$ cat src/design/sprm_pkg.sv
// shared types and constants for the stereo peak/rms level meter
// no dependencies
package sprm_pkg;
    localparam int SAMPLE_W = 24;
    localparam int SUM_W    = 59;
    localparam int LEN_W    = 13;
    localparam int COEF_W   = 17;
    localparam int CFG_W    = 24;
    localparam int IDX_W    = 3;
    localparam int MAX_BLOCK = 4096;
    localparam int RES_W    = 30;  // root of a 59-bit value

    localparam logic [IDX_W-1:0] REG_BLOCK_LEN = 3'd0;
    localparam logic [IDX_W-1:0] REG_PEAK_DEC  = 3'd1;
    localparam logic [IDX_W-1:0] REG_RMS_ATK   = 3'd2;
    localparam logic [IDX_W-1:0] REG_RMS_REL   = 3'd3;
    localparam logic [IDX_W-1:0] REG_PEAK_FLR  = 3'd4;
    localparam logic [IDX_W-1:0] REG_RMS_FLR   = 3'd5;

    localparam logic [COEF_W-1:0] Q_ONE = 17'd65536;

    // controller to datapath commands
    typedef struct packed {
        logic accum;      // fold in a frame
        logic fin_start;  // latch block and begin channel finish
        logic div_step;   // one divide bit
        logic sqrt_step;  // one root step
        logic sqrt_init;
        logic level_upd;  // write levels for current channel
        logic next_ch;    // move to right channel
        logic clear_acc;
    } t_cmd;

    typedef struct packed {
        logic ch;
    } t_sts;
endpackage

$ cat src/design/sprm_ctrl.sv
// controller for the level meter: frame counting and end-of-block sequencing
// depends on sprm_pkg
module sprm_ctrl (
    input  logic                       i_clk,
    input  logic                       i_rst_n,
    input  logic                       i_in_valid,
    output logic                       o_in_stall,
    output logic                       o_out_valid,
    input  logic                       i_out_stall,
    input  logic [sprm_pkg::LEN_W-1:0] i_block_length,
    output logic [sprm_pkg::LEN_W-1:0] o_frames,
    output sprm_pkg::t_cmd             o_cmd,
    output logic                       o_ch
);
    import sprm_pkg::*;

    localparam logic [2:0] S_IDLE = 3'd0;
    localparam logic [2:0] S_DIV  = 3'd1;
    localparam logic [2:0] S_SQRT = 3'd2;
    localparam logic [2:0] S_UPD  = 3'd3;
    localparam logic [2:0] S_OUT  = 3'd4;

    logic [2:0]       r_state, n_state;
    logic [LEN_W-1:0] r_cnt, n_cnt;
    logic [5:0]       r_step, n_step;
    logic             r_ch, n_ch;
    logic             r_ovalid, n_ovalid;
    logic [LEN_W-1:0] w_len, w_frames;
    logic             w_acc;

    // effective block length
    always_comb begin
        w_len = i_block_length;
        if (w_len == '0) w_len = LEN_W'(1);
        if (w_len > LEN_W'(MAX_BLOCK)) w_len = LEN_W'(MAX_BLOCK);
    end

    assign w_frames    = r_cnt + LEN_W'(1);
    assign o_in_stall  = (r_state != S_IDLE);
    assign w_acc       = i_in_valid && !o_in_stall;
    assign o_out_valid = r_ovalid;
    assign o_frames    = w_frames;
    assign o_ch        = r_ch;

    // sequencer
    always_comb begin
        n_state  = r_state;
        n_cnt    = r_cnt;
        n_step   = r_step;
        n_ch     = r_ch;
        n_ovalid = r_ovalid;
        o_cmd    = '0;
        if (r_ovalid && !i_out_stall) n_ovalid = 1'b0;
        case (r_state)
            S_IDLE: begin
                if (w_acc) begin
                    o_cmd.accum = 1'b1;
                    if (w_frames < w_len) begin
                        n_cnt = w_frames;
                    end else begin
                        o_cmd.fin_start = 1'b1;
                        n_cnt   = r_cnt;
                        n_ch    = 1'b0;
                        n_step  = 6'd0;
                        n_state = S_DIV;
                    end
                end
            end
            S_DIV: begin
                o_cmd.div_step = 1'b1;
                n_step = r_step + 6'd1;
                if (r_step == 6'(SUM_W - 1)) begin
                    n_step  = 6'd0;
                    n_state = S_SQRT;
                    o_cmd.sqrt_init = 1'b1;
                end
            end
            S_SQRT: begin
                o_cmd.sqrt_step = 1'b1;
                n_step = r_step + 6'd1;
                if (r_step == 6'(RES_W - 1)) n_state = S_UPD;
            end
            S_UPD: begin
                o_cmd.level_upd = 1'b1;
                if (r_ch == 1'b0) begin
                    o_cmd.next_ch = 1'b1;
                    n_ch    = 1'b1;
                    n_step  = 6'd0;
                    n_state = S_DIV;
                end else begin
                    n_state = S_OUT;
                end
            end
            S_OUT: begin
                if (!r_ovalid || !i_out_stall) begin
                    o_cmd.clear_acc = 1'b1;
                    n_ovalid = 1'b1;
                    n_cnt    = '0;
                    n_state  = S_IDLE;
                end
            end
            default: n_state = S_IDLE;
        endcase
    end

    always_ff @(posedge i_clk) begin
        if (!i_rst_n) begin
            r_state  <= S_IDLE;
            r_cnt    <= '0;
            r_step   <= '0;
            r_ch     <= 1'b0;
            r_ovalid <= 1'b0;
        end else begin
            r_state  <= n_state;
            r_cnt    <= n_cnt;
            r_step   <= n_step;
            r_ch     <= n_ch;
            r_ovalid <= n_ovalid;
        end
    end
endmodule

$ cat config.mk
export PLATFORM = sky130hd
export DESIGN_NAME = sprm_ctrl
export DESIGN_NICKNAME = d
export VERILOG_FILES = /design/src/design/sprm_pkg.sv /design/src/design/sprm_ctrl.sv
export SDC_FILE = /design/constraint.sdc
export NUM_CORES = 1
export LEC_CHECK = 0
export BUFFER_PORTS_ARGS = -buffer_cell sky130_fd_sc_hd__buf_2
export CORE_ASPECT_RATIO = 0.6
export CORE_MARGIN = 2
export CORE_UTILIZATION = 35
export DETAILED_ROUTE_END_ITERATION = 7
export PLACE_DENSITY = 0.53
export SYNTH_ARGS = -nofsm -noshare
export SYNTH_HDL_FRONTEND = slang
export SYNTH_SLANG_ARGS = --single-unit
$ cat constraint.sdc
create_clock -name i_clk -period 4.1 [get_ports i_clk]
set_clock_uncertainty 0.15 [all_clocks]
set_input_delay 0 -clock i_clk [delete_from_list [all_inputs] [get_ports i_clk]]
set_output_delay 0 -clock i_clk [all_outputs]
set_load 0.02 [all_outputs]
==> results by group <==
Run status
  • Outcome: finished, final reports clean

Yosys
  • Post-synth cell types: 49
  • Synthesized area: 1800 µm²
  • Syn avg cell area: 8.22 µm²
  • Yosys warning count: 0
  • Cell count after synthesis: 219
  • EDFF count, synth: 0
  • Post-synthesis sequential area ratio: 26.7%
  • Post-synth top area share: 26.7%
  • Post-synth top cells: 32 x nand2_1, 24 x dfxtp_1, 17 x a21oi_1
  • Synth top area cells: dfxtp_1 27%, ha_1 11%, nand2_1 6.7%
  • Syn Nets: 252
  • Flops & latches, synth: 24
  • Synth area leader: dfxtp_1
  • Post-synthesis async set-or-reset flop share: 0%
  • Ys flop type: dfxtp_1
  • Most frequent cell after synthesis: nand2_1

Power and ir drop
  • Pwr/cell area: 234 nW/µm²
  • Clock share of power: 32.6%
  • Sequential fraction of design power: 47.9%
  • Psw: 141 µW
  • Max IR drop VDD: 136 µV
  • P_int: 360 µW
  • Tot Pwr: 500 µW
  • Combinational share of power: 19.5%
  • P_leak: 1.04 nW
  • Sw Ratio: 28.1%

Placed design
  • Port bufs: 40
  • Placed wire-length estimate: 3.38 mm
  • Gpl congestion: 0.754
  • Setup WS pre-CTS: 0.295 ns

Clock network
  • Quantity of gates resized following cts: 0
  • CTS Buf Count: 3
  • Clock latency on the worst-skew pair: 0.27 ns
  • Clk pin slew, worst setup/hold paths: 0.08 ns
  • CTS Root Buffer Type: clkbuf_8
  • Hold_buf cts: 2
  • Clock buffer depth: 2
  • Count of clock tree sinks: 24
  • Post-CTS Setup Repair Bufs: 0
  • CTS tree: yes
  • H-tree depth: 1

Routing
  • DR WL/cell: 12.9 µm
  • Vias: 1643
  • Initial DRC Count: 64
  • Final wirelength: 4.25 mm
  • DR vias/cell: 4.99
  • DRC viols: 0
  • Post-DRT Antenna Nets: 0
  • Drt pass-1 iters: 4

Timing
  • RSZ-0062 raised after global routing: no
  • Final setup TNS: 0 ns
  • Fin. Hold Viols: 0
  • Slew HR: 56.6%
  • Worst Tran Pin Value: 0.646 ns
  • Period minus WS final: 3.82 ns
  • Setup WS post-layout: 0.285 ns
  • Final period utilization: 93.1%
  • Slew Limit Fails: 0
  • Count of final setup violators: 0
  • F_max: 0.262 GHz

Global route
  • Grt total ovfl: 0
  • Pin count of the biggest net entering global routing: 14
  • Total GRT Usage: 15.8%
  • Global-route wire length before repair: 6.93 mm
  • Vias in the first global route: 1381
  • Initial antenna violation count: 0

Setup path
  • Reg2Reg Depth: 12
  • CP Class: reg -> reg
  • CP Data Arrival Time: 3.84 ns
  • Crit path launch type: register
  • Req. time, crit path: 4.12 ns
  • Crit Path Max Fanout: 9
  • Critical Path Sink Type: register

Floorplan
  • IO Count: 41
  • Die Y-Extent: 59.5 µm
  • Starting density of the core: 36.0%
  • Core Area: 5000 µm²
  • Die W: 96.6 µm
  • Num rows: 20
  • Die area: 5750 µm²

Worst hold path
  • HP Class: in -> reg
  • Number of cells on the worst hold path: 5

Layout
  • Fin util: 42.8%
  • N_diodes: 0
  • Ratio of cells with drive above 1 in the final layout: 24.0%
  • Nets: 297
  • Area growth syn-to-layout: 18.9%
  • Number of fill cells: 532

Flow run
  • Max cap viols: 0
==> metrics by stage <==
stage	cell area (µm²)	hold WS, ns	cells
floorplan	1800	-0.0339	219
global placement	2060	0.163	323
detailed placement	2060	0.160	323
CTS	2140	0.118	329
global route	2140	0.145	329
finish	2140	0.142	329
==> routing by layer <==
layer / wire (µm) / GRT usage, % / up-vias
li1: - / - / 879
met1: 2530 / 26.6 / 720
met2: 1480 / 19.2 / 39
met3: 200 / 3.05 / 5
met4: 42 / 4.23 / 0
met5: 0 / 0 / -
==> state kept, by name, summed over array words and instances (netlist names) <==
name / cells
r_state: 3
r_step: 6
r_cnt: 13
o_out_valid: 1
o_ch: 1
==> logic make-up after synthesis <==
| kind of cell | share of synthesized area, % |
|---|---|
| buffers and inverters | 5.77 |
| and+or+nand+nor | 28.9 |
| adders and majority gates | 11.1 |
| AOI/OAI and AO/OA | 23.6 |
| xor gates and xnor gates | 3.89 |
| DFF | 26.7 |
==> power groups by stage <==
stage	clock network (mW)	logic (mW)	registers [mW]
final	0.163	0.0975	0.240
after global routing	0.179	0.109	0.240
after detailed placement	0	0.0959	0.245
after floorplan	0	0.0644	0.245
after global placement	0	0.0962	0.245
after CTS	0.171	0.0978	0.240
==> layout by cell type, fill, tap and decap left out, drive strengths merged, types with 2 or more instances in the layout <==
| cell | count |
|---|---|
| nor4 | 5 |
| and3 | 2 |
| ha | 16 |
| nor2 | 10 |
| nand2b | 3 |
| or3 | 5 |
| buf | 45 |
| and2 | 3 |
| xor2 | 3 |
| a22o | 4 |
| xnor2 | 5 |
| o21ai | 10 |
| nand2 | 32 |
| dlygate4sd3 | 2 |
| nand4 | 8 |
| a21oi | 17 |
| nor2b | 3 |
| a21boi | 2 |
| clkbuf | 4 |
| a31oi | 2 |
| nor3 | 7 |
| o22ai | 2 |
| nand3 | 7 |
| inv | 13 |
| o21a | 2 |
| o21bai | 4 |
| dfxtp | 24 |
| a21o | 9 |
==> path summary, 6_finish.rpt <==
check / from / end / slack [ns]
worst max-delay path: r_cnt[1] / r_cnt[7] / 0.28
worst min-delay path: i_in_valid / r_state[0] / 0.14
worst max register to register: r_cnt[1] / r_cnt[7] / 0.28
worst min register to register: r_cnt[12] / r_cnt[12] / 0.35
==> critical path, cell delays in order, from the launching register on <==
cell and delay (ns):
dfxtp_1 0.38, ha_1 0.23, nand2_1 0.12, or3_1 0.46
or3_1 0.40, nand2_1 0.12, ha_1 0.26, a21o_1 0.16
a21o_1 0.19, a221oi_2 0.44, a41oi_2 0.35, o21bai_1 0.29
a21o_1 0.18
==> cell type report <==
| type | instances | area [µm²] | area share (%) |
|---|---|---|---|
| Sequential cell | 24 | 480 | 22.5 |
| Clock buffer | 4 | 55.1 | 2.57 |
| Tap cell | 66 | 82.6 | 3.86 |
| Inverter | 13 | 48.8 | 2.28 |
| Timing Repair Buffer | 47 | 258 | 12.0 |
| Multi-Input combinational cell | 175 | 1210 | 56.8 |
No activity file was read; power rests on OpenSTA's default activity.
